$ cat src/rtl/ps2s2_pkg.sv
package ps2s2_pkg;

  localparam int unsigned MAP_ROWS  = 32;
  localparam int unsigned MAP_BITS  = MAP_ROWS * 8;
  localparam int unsigned POS_W     = $clog2(MAP_BITS);

  // Scan code bytes with a special meaning.
  localparam logic [7:0] CODE_IDLE   = 8'h00;
  localparam logic [7:0] CODE_E0     = 8'hE0;
  localparam logic [7:0] CODE_F0     = 8'hF0;
  localparam logic [7:0] CODE_E1     = 8'hE1;
  localparam logic [7:0] CODE_F7     = 8'h83;
  localparam logic [7:0] CODE_PRSC   = 8'h84;
  localparam logic [7:0] CODE_F5     = 8'h03;
  localparam logic [7:0] CODE_LSHIFT = 8'h12;
  localparam logic [7:0] CODE_RSHIFT = 8'h59;
  localparam logic [7:0] CODE_7E     = 8'h7E;
  localparam logic [7:0] CODE_77     = 8'h77;
  localparam logic [7:0] CODE_14     = 8'h14;

  // Remapped key positions.
  localparam logic [POS_W-1:0] POS_F5    = POS_W'(8'h03);
  localparam logic [POS_W-1:0] POS_F7    = POS_W'(8'h83);
  localparam logic [POS_W-1:0] POS_PRSC  = POS_W'(8'hFC);
  localparam logic [POS_W-1:0] POS_PAUSE = POS_W'(8'hFE);

  typedef enum logic [13:0] {
    ST_IDLE = 14'b00000000000001,
    ST_F0   = 14'b00000000000010,
    ST_E0   = 14'b00000000000100,
    ST_E0F0 = 14'b00000000001000,
    ST_P1   = 14'b00000000010000,
    ST_P2   = 14'b00000000100000,
    ST_P3   = 14'b00000001000000,
    ST_P4   = 14'b00000010000000,
    ST_P5   = 14'b00000100000000,
    ST_P6   = 14'b00001000000000,
    ST_P7   = 14'b00010000000000,
    ST_C1   = 14'b00100000000000,
    ST_C2   = 14'b01000000000000,
    ST_C3   = 14'b10000000000000
  } parse_state_e;

  typedef enum logic [1:0] {
    ACT_NONE  = 2'd0,
    ACT_MAKE  = 2'd1,
    ACT_BREAK = 2'd2,
    ACT_CLEAR = 2'd3
  } act_op_e;

  typedef struct packed {
    act_op_e          op;
    logic [POS_W-1:0] pos;
  } act_t;

  typedef struct packed {
    logic             pause_released;
    logic             key_event;
    logic             key_pressed;
    logic [POS_W-1:0] key_position;
    logic             map_cleared;
    logic             changed;
  } res_t;

endpackage

$ cat src/rtl/ps2s2_ifs.sv
interface ps2s2_in_if;
  logic       valid;
  logic       ready;
  logic [7:0] scan_byte;

  modport source (output valid, output scan_byte, input ready);
  modport sink   (input valid, input scan_byte, output ready);
endinterface

interface ps2s2_out_if;
  logic       valid;
  logic       ready;
  logic       pause_released;
  logic       key_event;
  logic       key_pressed;
  logic [7:0] key_position;
  logic       map_cleared;
  logic       changed;

  modport source (output valid, output pause_released, output key_event,
                  output key_pressed, output key_position, output map_cleared,
                  output changed, input ready);
  modport sink   (input valid, input pause_released, input key_event,
                  input key_pressed, input key_position, input map_cleared,
                  input changed, output ready);
endinterface

$ cat src/rtl/ps2_set2_scan_code_key_matrix.sv
// Latency: a scan byte accepted at a clock edge gives its result beat from the next cycle.
// Throughput: one byte per cycle while the result buffer has room; the key map update is a single register pass.
// A two-entry result buffer lets input beats keep flowing while one result waits.
// Reset (rst_ni low, asynchronous) puts the parser in idle, clears all 256 key
// bits and empties the result buffer; it takes effect at once, with no clearing pass.
module ps2_set2_scan_code_key_matrix (
  input logic         clk_i,
  input logic         rst_ni,
  ps2s2_in_if.sink    scan_i,
  ps2s2_out_if.source result_o
);

  logic            accept;
  logic            buf_ready;
  ps2s2_pkg::act_t act;
  ps2s2_pkg::res_t res;
  ps2s2_pkg::res_t res_out;

  assign scan_i.ready = buf_ready;
  assign accept       = scan_i.valid && buf_ready;

  ps2s2_parser u_parser (
    .clk_i       (clk_i),
    .rst_ni      (rst_ni),
    .accept_i    (accept),
    .scan_byte_i (scan_i.scan_byte),
    .act_o       (act)
  );

  ps2s2_keymap u_keymap (
    .clk_i    (clk_i),
    .rst_ni   (rst_ni),
    .accept_i (accept),
    .act_i    (act),
    .res_o    (res)
  );

  ps2s2_skid u_skid (
    .clk_i       (clk_i),
    .rst_ni      (rst_ni),
    .push_i      (accept),
    .data_i      (res),
    .ready_o     (buf_ready),
    .valid_o     (result_o.valid),
    .pop_ready_i (result_o.ready),
    .data_o      (res_out)
  );

  assign result_o.pause_released = res_out.pause_released;
  assign result_o.key_event      = res_out.key_event;
  assign result_o.key_pressed    = res_out.key_pressed;
  assign result_o.key_position   = res_out.key_position;
  assign result_o.map_cleared    = res_out.map_cleared;
  assign result_o.changed        = res_out.changed;

endmodule

$ cat src/rtl/ps2s2_parser.sv
module ps2s2_parser (
  input  logic              clk_i,
  input  logic              rst_ni,
  input  logic              accept_i,
  input  logic [7:0]        scan_byte_i,
  output ps2s2_pkg::act_t   act_o
);

  ps2s2_pkg::parse_state_e state_q, state_d;
  ps2s2_pkg::act_t         act;
  logic [7:0]              c;

  assign c = scan_byte_i;

  always_comb begin
    state_d  = ps2s2_pkg::ST_IDLE;
    act.op   = ps2s2_pkg::ACT_NONE;
    act.pos  = '0;
    if (c == ps2s2_pkg::CODE_IDLE) begin
      // An idle poll leaves the parser where it is.
      state_d = state_q;
    end else begin
      case (state_q)
        ps2s2_pkg::ST_IDLE: begin
          if (c == ps2s2_pkg::CODE_E0) begin
            state_d = ps2s2_pkg::ST_E0;
          end else if (c == ps2s2_pkg::CODE_F0) begin
            state_d = ps2s2_pkg::ST_F0;
          end else if (c == ps2s2_pkg::CODE_E1) begin
            state_d = ps2s2_pkg::ST_P1;
          end else if (c == ps2s2_pkg::CODE_F7) begin
            act.op  = ps2s2_pkg::ACT_MAKE;
            act.pos = ps2s2_pkg::POS_F7;
          end else if (c == ps2s2_pkg::CODE_PRSC) begin
            act.op  = ps2s2_pkg::ACT_MAKE;
            act.pos = ps2s2_pkg::POS_PRSC;
          end else if (!c[7]) begin
            act.op  = ps2s2_pkg::ACT_MAKE;
            act.pos = c;
          end else begin
            act.op  = ps2s2_pkg::ACT_CLEAR;
          end
        end
        ps2s2_pkg::ST_E0: begin
          if (c inside {ps2s2_pkg::CODE_LSHIFT, ps2s2_pkg::CODE_RSHIFT}) begin
            // Fake shift codes are dropped.
          end else if (c == ps2s2_pkg::CODE_7E) begin
            state_d = ps2s2_pkg::ST_C1;
          end else if (c == ps2s2_pkg::CODE_F0) begin
            state_d = ps2s2_pkg::ST_E0F0;
          end else if (c == ps2s2_pkg::CODE_F7) begin
            act.op  = ps2s2_pkg::ACT_MAKE;
            act.pos = ps2s2_pkg::POS_F7;
          end else if (c == ps2s2_pkg::CODE_F5) begin
            act.op  = ps2s2_pkg::ACT_MAKE;
            act.pos = ps2s2_pkg::POS_F5;
          end else if (!c[7]) begin
            act.op  = ps2s2_pkg::ACT_MAKE;
            act.pos = {1'b1, c[6:0]};
          end else begin
            act.op  = ps2s2_pkg::ACT_CLEAR;
          end
        end
        ps2s2_pkg::ST_F0: begin
          if (c == ps2s2_pkg::CODE_F7) begin
            act.op  = ps2s2_pkg::ACT_BREAK;
            act.pos = ps2s2_pkg::POS_F7;
          end else if (c == ps2s2_pkg::CODE_PRSC) begin
            act.op  = ps2s2_pkg::ACT_BREAK;
            act.pos = ps2s2_pkg::POS_PRSC;
          end else if (c == ps2s2_pkg::CODE_F0) begin
            // A doubled break prefix clears the map but keeps the break state.
            act.op  = ps2s2_pkg::ACT_CLEAR;
            state_d = ps2s2_pkg::ST_F0;
          end else if (!c[7]) begin
            act.op  = ps2s2_pkg::ACT_BREAK;
            act.pos = c;
          end else begin
            act.op  = ps2s2_pkg::ACT_CLEAR;
          end
        end
        ps2s2_pkg::ST_E0F0: begin
          if (c inside {ps2s2_pkg::CODE_LSHIFT, ps2s2_pkg::CODE_RSHIFT}) begin
            // Fake shift codes are dropped.
          end else if (c == ps2s2_pkg::CODE_F7) begin
            act.op  = ps2s2_pkg::ACT_BREAK;
            act.pos = ps2s2_pkg::POS_F7;
          end else if (c == ps2s2_pkg::CODE_F5) begin
            act.op  = ps2s2_pkg::ACT_BREAK;
            act.pos = ps2s2_pkg::POS_F5;
          end else if (!c[7]) begin
            act.op  = ps2s2_pkg::ACT_BREAK;
            act.pos = {1'b1, c[6:0]};
          end else begin
            act.op  = ps2s2_pkg::ACT_CLEAR;
          end
        end
        ps2s2_pkg::ST_P1: if (c == ps2s2_pkg::CODE_14) state_d = ps2s2_pkg::ST_P2;
        ps2s2_pkg::ST_P2: if (c == ps2s2_pkg::CODE_77) state_d = ps2s2_pkg::ST_P3;
        ps2s2_pkg::ST_P3: if (c == ps2s2_pkg::CODE_E1) state_d = ps2s2_pkg::ST_P4;
        ps2s2_pkg::ST_P4: if (c == ps2s2_pkg::CODE_F0) state_d = ps2s2_pkg::ST_P5;
        ps2s2_pkg::ST_P5: if (c == ps2s2_pkg::CODE_14) state_d = ps2s2_pkg::ST_P6;
        ps2s2_pkg::ST_P6: if (c == ps2s2_pkg::CODE_F0) state_d = ps2s2_pkg::ST_P7;
        ps2s2_pkg::ST_P7: begin
          if (c == ps2s2_pkg::CODE_77) begin
            act.op  = ps2s2_pkg::ACT_MAKE;
            act.pos = ps2s2_pkg::POS_PAUSE;
          end
        end
        ps2s2_pkg::ST_C1: if (c == ps2s2_pkg::CODE_E0) state_d = ps2s2_pkg::ST_C2;
        ps2s2_pkg::ST_C2: if (c == ps2s2_pkg::CODE_F0) state_d = ps2s2_pkg::ST_C3;
        ps2s2_pkg::ST_C3: begin
          if (c == ps2s2_pkg::CODE_7E) begin
            act.op  = ps2s2_pkg::ACT_MAKE;
            act.pos = ps2s2_pkg::POS_PAUSE;
          end
        end
        default: state_d = ps2s2_pkg::ST_IDLE;
      endcase
    end
  end

  always_ff @(posedge clk_i or negedge rst_ni) begin
    if (!rst_ni) begin
      state_q <= ps2s2_pkg::ST_IDLE;
    end else if (accept_i) begin
      state_q <= state_d;
    end
  end

  assign act_o = act;

endmodule

$ cat src/rtl/ps2s2_keymap.sv
module ps2s2_keymap (
  input  logic            clk_i,
  input  logic            rst_ni,
  input  logic            accept_i,
  input  ps2s2_pkg::act_t act_i,
  output ps2s2_pkg::res_t res_o
);

  logic [ps2s2_pkg::MAP_BITS-1:0] map_q, map_d, map_rel;
  logic                           pause_held;
  logic                           key_bit;
  ps2s2_pkg::res_t                res;

  always_comb begin
    // A held Pause is released before the byte itself is looked at.
    pause_held                      = map_q[ps2s2_pkg::POS_PAUSE];
    map_rel                         = map_q;
    map_rel[ps2s2_pkg::POS_PAUSE]   = 1'b0;
    key_bit                         = map_rel[act_i.pos];
    map_d                           = map_rel;

    res.pause_released = pause_held;
    res.key_event      = 1'b0;
    res.key_pressed    = 1'b0;
    res.key_position   = '0;
    res.map_cleared    = 1'b0;

    case (act_i.op)
      ps2s2_pkg::ACT_MAKE: begin
        if (!key_bit) begin
          map_d[act_i.pos]  = 1'b1;
          res.key_event     = 1'b1;
          res.key_pressed   = 1'b1;
          res.key_position  = act_i.pos;
        end
      end
      ps2s2_pkg::ACT_BREAK: begin
        if (key_bit) begin
          map_d[act_i.pos]  = 1'b0;
          res.key_event     = 1'b1;
          res.key_position  = act_i.pos;
        end
      end
      ps2s2_pkg::ACT_CLEAR: begin
        map_d           = '0;
        res.map_cleared = 1'b1;
      end
      default: ;
    endcase

    res.changed = res.pause_released | res.key_event;
  end

  always_ff @(posedge clk_i or negedge rst_ni) begin
    if (!rst_ni) begin
      map_q <= '0;
    end else if (accept_i) begin
      map_q <= map_d;
    end
  end

  assign res_o = res;

endmodule

$ cat src/rtl/ps2s2_skid.sv
module ps2s2_skid (
  input  logic            clk_i,
  input  logic            rst_ni,
  input  logic            push_i,
  input  ps2s2_pkg::res_t data_i,
  output logic            ready_o,
  output logic            valid_o,
  input  logic            pop_ready_i,
  output ps2s2_pkg::res_t data_o
);

  ps2s2_pkg::res_t entry_q [2];
  logic            wr_ptr_q, rd_ptr_q;
  logic [1:0]      cnt_q;
  logic            pop;

  assign ready_o = (cnt_q != 2'd2);
  assign valid_o = (cnt_q != 2'd0);
  assign pop     = valid_o && pop_ready_i;
  assign data_o  = entry_q[rd_ptr_q];

  always_ff @(posedge clk_i) begin
    if (push_i) begin
      entry_q[wr_ptr_q] <= data_i;
    end
  end

  always_ff @(posedge clk_i or negedge rst_ni) begin
    if (!rst_ni) begin
      wr_ptr_q <= 1'b0;
      rd_ptr_q <= 1'b0;
      cnt_q    <= 2'd0;
    end else begin
      if (push_i) wr_ptr_q <= ~wr_ptr_q;
      if (pop)    rd_ptr_q <= ~rd_ptr_q;
      case ({push_i, pop})
        2'b10:   cnt_q <= cnt_q + 2'd1;
        2'b01:   cnt_q <= cnt_q - 2'd1;
        default: cnt_q <= cnt_q;
      endcase
    end
  end

endmodule

$ cat src/flat_wrapper.sv
// flat-port wrapper written by rule: the top's interface ports become plain ports
module ps2_set2_scan_code_key_matrix_flat 
  (clk_i, rst_ni, scan_i_valid, scan_i_scan_byte, scan_i_ready, result_o_valid, result_o_pause_released, result_o_key_event, result_o_key_pressed, result_o_key_position, result_o_map_cleared, result_o_changed, result_o_ready);
  ps2s2_in_if scan_i_i ();
  ps2s2_out_if result_o_i ();
  input logic clk_i;
  input logic rst_ni;
  input wire logic [$bits(scan_i_i.valid)-1:0] scan_i_valid;
  input wire logic [$bits(scan_i_i.scan_byte)-1:0] scan_i_scan_byte;
  output wire logic [$bits(scan_i_i.ready)-1:0] scan_i_ready;
  output wire logic [$bits(result_o_i.valid)-1:0] result_o_valid;
  output wire logic [$bits(result_o_i.pause_released)-1:0] result_o_pause_released;
  output wire logic [$bits(result_o_i.key_event)-1:0] result_o_key_event;
  output wire logic [$bits(result_o_i.key_pressed)-1:0] result_o_key_pressed;
  output wire logic [$bits(result_o_i.key_position)-1:0] result_o_key_position;
  output wire logic [$bits(result_o_i.map_cleared)-1:0] result_o_map_cleared;
  output wire logic [$bits(result_o_i.changed)-1:0] result_o_changed;
  input wire logic [$bits(result_o_i.ready)-1:0] result_o_ready;
  assign scan_i_i.valid = scan_i_valid;
  assign scan_i_i.scan_byte = scan_i_scan_byte;
  assign scan_i_ready = scan_i_i.ready;
  assign result_o_valid = result_o_i.valid;
  assign result_o_pause_released = result_o_i.pause_released;
  assign result_o_key_event = result_o_i.key_event;
  assign result_o_key_pressed = result_o_i.key_pressed;
  assign result_o_key_position = result_o_i.key_position;
  assign result_o_map_cleared = result_o_i.map_cleared;
  assign result_o_changed = result_o_i.changed;
  assign result_o_i.ready = result_o_ready;
  ps2_set2_scan_code_key_matrix u_core (.clk_i(clk_i), .rst_ni(rst_ni), .scan_i(scan_i_i), .result_o(result_o_i));
endmodule
$ cat config.mk
export PLATFORM = sky130hd
export DESIGN_NAME = ps2_set2_scan_code_key_matrix_flat
export DESIGN_NICKNAME = d
export VERILOG_FILES = /design/src/rtl/ps2s2_pkg.sv /design/src/rtl/ps2s2_ifs.sv /design/src/rtl/ps2_set2_scan_code_key_matrix.sv /design/src/rtl/ps2s2_parser.sv /design/src/rtl/ps2s2_keymap.sv /design/src/rtl/ps2s2_skid.sv /design/src/flat_wrapper.sv
export SDC_FILE = /design/constraint.sdc
export NUM_CORES = 1
export LEC_CHECK = 0
export CELL_PAD_IN_SITES_DETAIL_PLACEMENT = 1
export CELL_PAD_IN_SITES_GLOBAL_PLACEMENT = 2
export CORE_ASPECT_RATIO = 2
export CORE_MARGIN = 2
export CORE_UTILIZATION = 41
export DETAILED_ROUTE_END_ITERATION = 8
export DONT_BUFFER_PORTS = 1
export PLACE_DENSITY = 0.88
export SETUP_SLACK_MARGIN = 0.3
export SLEW_MARGIN = 20
export SYNTH_ARGS = -nofsm -noshare
export SYNTH_HDL_FRONTEND = slang
export SYNTH_SLANG_ARGS = --single-unit
export TNS_END_PERCENT = 30
$ cat constraint.sdc
create_clock -name clk_i -period 5.4 [get_ports clk_i]
set_input_delay 0.54 -clock clk_i [delete_from_list [all_inputs] [get_ports clk_i]]
set_output_delay 0.54 -clock clk_i [all_outputs]
set_load 0.05 [all_outputs]
==> impl_metrics.env <==
export IMPL_result_of_the_run="finished with violations"
export IMPL_failed_checks="hold timing"
export IMPL_cts_clk_slew_worst_paths_ns=0.07
export IMPL_synth_top_area_cell="sky130_fd_sc_hd__dfrtp_1"
export IMPL_setup_crit_start="u_core.u_parser.state_q[8]$_DFFE_PN0P_"
export IMPL_synth_edff_count=26
export IMPL_finalSetupTns_ns=0
export IMPL_hold_viol_final=274
export IMPL_worstSetupEndpointType="flip-flop"
export IMPL_postSynthAreaPerCell_sq_um=9.02
export IMPL_netlist_instances=2038
export IMPL_rrSetupSlack_ns=0.28
export IMPL_max_freq_mhz=195
export IMPL_critical_path_max_fanout=41
export IMPL_layout_drive_gt1_share_pct=18.1
export IMPL_ys_flop_type="sky130_fd_sc_hd__dfrtp_1"
export IMPL_cts_max_level=1
export IMPL_worst_clock_skew_ns=0.0162
export IMPL_grt_most_used_layer="met2"
export IMPL_placedCellCount=2522
export IMPL_fillers=4974
export IMPL_rows=109
export IMPL_worstMarginPinSlew_ns=1.21
export IMPL_grt_first_pass_wirelength_microns=110000
export IMPL_netlist_area_sq_mm=0.0184
export IMPL_finalNetCount=2057
export IMPL_critical_path_required_time_ns=5.85
export IMPL_fp_dieArea_sq_mm=0.0466
export IMPL_rsz0062_at_grt="yes"
export IMPL_post_synth_top_count_cell="sky130_fd_sc_hd__o21ai_0"
export IMPL_crit_type="reg -> reg"
export IMPL_postRouteAntennaNets=0
export IMPL_die_height_microns=303
export IMPL_vias_per_cell=6.83
export IMPL_cts_max_path_buffers=3
export IMPL_min_period_ns=5.12
export IMPL_max_cap_viol_count=0
export IMPL_timing_final_crit_share_pct=94.7
export IMPL_synthesis_nets=2055
export IMPL_global_route_usage_met1_pct=33.3
export IMPL_groute_layer_met2_usage_pct=55.5
export IMPL_power_total_uw=7670
export IMPL_layoutNonFillerInstCount=2617
export IMPL_die_w_microns=154
export IMPL_tritoncts="built"
export IMPL_clock_insertion_delay_worst_skew_ns=0.58
export IMPL_antenna_diode_count=0
export IMPL_vdd_ir_drop_max_mv=0.205
export IMPL_core_area_sq_mm=0.0442
export IMPL_r2r_end="u_core.u_keymap.map_q[235]$_DFFE_PN0P_"
export IMPL_drtIter0Drc=1682
export IMPL_hold_path_class="in -> async"
export IMPL_reg2reg_depth=19
export IMPL_top_cells_by_count_synth="276 x sky130_fd_sc_hd__o21ai_0, 273 x sky130_fd_sc_hd__dfrtp_1, 252 x sky130_fd_sc_hd__o21a_1"
export IMPL_number_of_unique_standard_cell_types_used_by_synthesis=82
export IMPL_cellLeakagePower_uw=0.00885
export IMPL_smallest_hold_slack_ns=-0.344
export IMPL_number_of_clock_sinks=300
export IMPL_route_vias_total=17900
export IMPL_post_drt_wl_per_cell_microns=30.1
export IMPL_clock_tree_root_cell="sky130_fd_sc_hd__clkbuf_16"
export IMPL_grt_overflow=0
export IMPL_syn_to_final_growth_pct=16.6
export IMPL_starting_density_of_the_core_pct=41.6
export IMPL_slew_headroom_pct=19.1
export IMPL_synth_ff_latch_count=300
export IMPL_final_report_setup_violation_count=0
export IMPL_port_bufs=0
export IMPL_drt_pre_antenna_iters=5
export IMPL_first_global_vias=18300
export IMPL_yosys_warnings=0
export IMPL_largest_net_degree_at_the_start_of_global_routing=275
export IMPL_use_met3_pct=2.69
export IMPL_timing_critical_path_arrival_ns=5.57
export IMPL_ios=27
export IMPL_worst_setup_path_endpoint="u_core.u_keymap.map_q[235]$_DFFE_PN0P_"
export IMPL_synth_top_cell_area_share_pct=37.2
export IMPL_power_density_mw_per_mm2=358
export IMPL_post_route_drc_count=0
export IMPL_final_slew_violations=0
export IMPL_synth_top_cells_by_area="sky130_fd_sc_hd__dfrtp_1 37%, sky130_fd_sc_hd__o21a_1 10%, sky130_fd_sc_hd__o31ai_1 10%, sky130_fd_sc_hd__o21ai_0 7.5%, sky130_fd_sc_hd__mux2i_1 4.8%"
export IMPL_gp_routability_congestion=0.968
export IMPL_grt_antenna_before_repair=0
export IMPL_placed_wire_length_estimate_microns=47700
export IMPL_overall_fraction_of_global_route_tracks_in_use_pct=30.2
export IMPL_synth_seq_area_share_pct=41.6
export IMPL_worst_flop_to_flop_path_startpoint="u_core.u_parser.state_q[8]$_DFFE_PN0P_"
export IMPL_timing_critical_path_from_type="flip-flop"
export IMPL_cts_buffers=29
export IMPL_routed_wirelength_microns=78900
export IMPL_postSynth_asyncResetShare_pct=91.3
[cell usage in the layout, fill, tap and decap left out, types with 15 or more instances in the layout]
cell type,n
sky130_fd_sc_hd__dfrtp_1,270
sky130_fd_sc_hd__o21ai_0,257
sky130_fd_sc_hd__o21a_1,250
sky130_fd_sc_hd__o31ai_1,203
sky130_fd_sc_hd__nand2_1,173
sky130_fd_sc_hd__buf_4,156
sky130_fd_sc_hd__mux2i_1,85
sky130_fd_sc_hd__nand3_1,83
sky130_fd_sc_hd__nor2_1,53
sky130_fd_sc_hd__o31ai_2,44
sky130_fd_sc_hd__clkbuf_16,39
sky130_fd_sc_hd__o21ai_1,33
sky130_fd_sc_hd__edfxtp_1,26
sky130_fd_sc_hd__nor3_1,25
sky130_fd_sc_hd__a21oi_1,18
sky130_fd_sc_hd__nand4_1,16
sky130_fd_sc_hd__mux2_2,15
[repair_timing]
action	CTS	global route
pin swaps	1	21
cloned	1	21
setup endpoints to repair	250	262
resized for setup	14	104
endpoints found under the hold margin	274	274
buffers inserted	2	18
[logic make-up after synthesis]
group,Yosys count,synth area share (%)
AO/OA/AOI/OAI,919,33.6
AND/OR/NAND/NOR,466,12.6
adder cells (fa/ha/maj),5,0.340
multiplexers,103,5.71
buffers and inverters,239,5.88
XOR/XNOR,6,0.286
flip-flops,300,41.6
[worst max-delay path, stage by stage (launching register included)]
cell and delay [ns]:
sky130_fd_sc_hd__dfrtp_2 0.45, sky130_fd_sc_hd__or4_4 0.60, sky130_fd_sc_hd__or2_4 0.33, sky130_fd_sc_hd__or4_1 0.57, sky130_fd_sc_hd__o211ai_1 0.18, sky130_fd_sc_hd__buf_4 0.22, sky130_fd_sc_hd__a22oi_1 0.07, sky130_fd_sc_hd__a22oi_1 0.38
sky130_fd_sc_hd__a22oi_2 0.16, sky130_fd_sc_hd__buf_4 0.18, sky130_fd_sc_hd__a211oi_1 0.37, sky130_fd_sc_hd__nor4_2 0.07, sky130_fd_sc_hd__buf_4 0.16, sky130_fd_sc_hd__nand4_1 0.23, sky130_fd_sc_hd__o21ai_4 0.10, sky130_fd_sc_hd__buf_12 0.18
sky130_fd_sc_hd__buf_12 0.13, sky130_fd_sc_hd__clkbuf_16 0.21, sky130_fd_sc_hd__o21ai_0 0.27, sky130_fd_sc_hd__o31ai_2 0.10
[through the flow]
| step | area [sq um] | worst slack [ns] | utilization, % |
|---|---|---|---|
| floorplan | 18400 | 0.868 | - |
| global route | 21400 | 0.163 | 48.5 |
| CTS | 20500 | 0.259 | 46.4 |
| global placement | 19400 | 0.179 | 44.0 |
| detailed placement | 19400 | 0.0743 | 44.0 |
| finish | 21400 | 0.284 | 48.5 |
[worst min-delay path by stage]
| stage | endpoint | cells past startpoint | startpoint |
|---|---|---|---|
| finish | u_core.u_parser.state_q[12]$_DFFE_PN0P_ | 0 | rst_ni |
| floorplan | u_core.u_keymap.map_q[0]$_DFFE_PN0P_ | 0 | rst_ni |
| global route | u_core.u_parser.state_q[12]$_DFFE_PN0P_ | 0 | rst_ni |
| detailed placement | u_core.u_parser.state_q[12]$_DFFE_PN0P_ | 0 | rst_ni |
| global placement | u_core.u_parser.state_q[12]$_DFFE_PN0P_ | 0 | rst_ni |
| CTS | u_core.u_parser.state_q[12]$_DFFE_PN0P_ | 0 | rst_ni |
[sequential cells by signal (all words and copies together), names as in the netlist]
| signal | cells |
|---|---|
| u_core.u_skid.cnt_q | 2 |
| u_core.u_parser.state_q | 14 |
| u_core.u_keymap.map_q | 256 |
| u_core.u_skid.entry_q | 26 |
| u_core.u_skid.rd_ptr_q | 1 |
| u_core.u_skid.wr_ptr_q | 1 |
[report_power, final]
part / internal (uW) / switching [uW]
logic: 989 / 2030
clock network: 1170 / 992
registers: 2420 / 75.4
total: 4580 / 3100
[routing by layer]
| layer | wire (microns) | vias to the layer above | share of wire, % |
|---|---|---|---|
| li1 | - | 7668 | - |
| met3 | 3530 | 282 | 4.5 |
| met1 | 28300 | 9238 | 36 |
| met2 | 40800 | 674 | 52 |
| met5 | 0 | - | 0 |
| met4 | 6260 | 0 | 7.9 |
[layout make-up]
type | instances | area [sq um] | area share (%)
clock buffer | 33 | 761 | 3.55
clock inverter | 20 | 214 | 0.998
inverter | 13 | 48.8 | 0.228
multi-input combinational | 1504 | 10200 | 47.6
sequential | 300 | 7640 | 35.6
tap | 555 | 694 | 3.24
timing repair buffer | 192 | 1870 | 8.71
No activity file was read; power rests on OpenSTA's default activity.
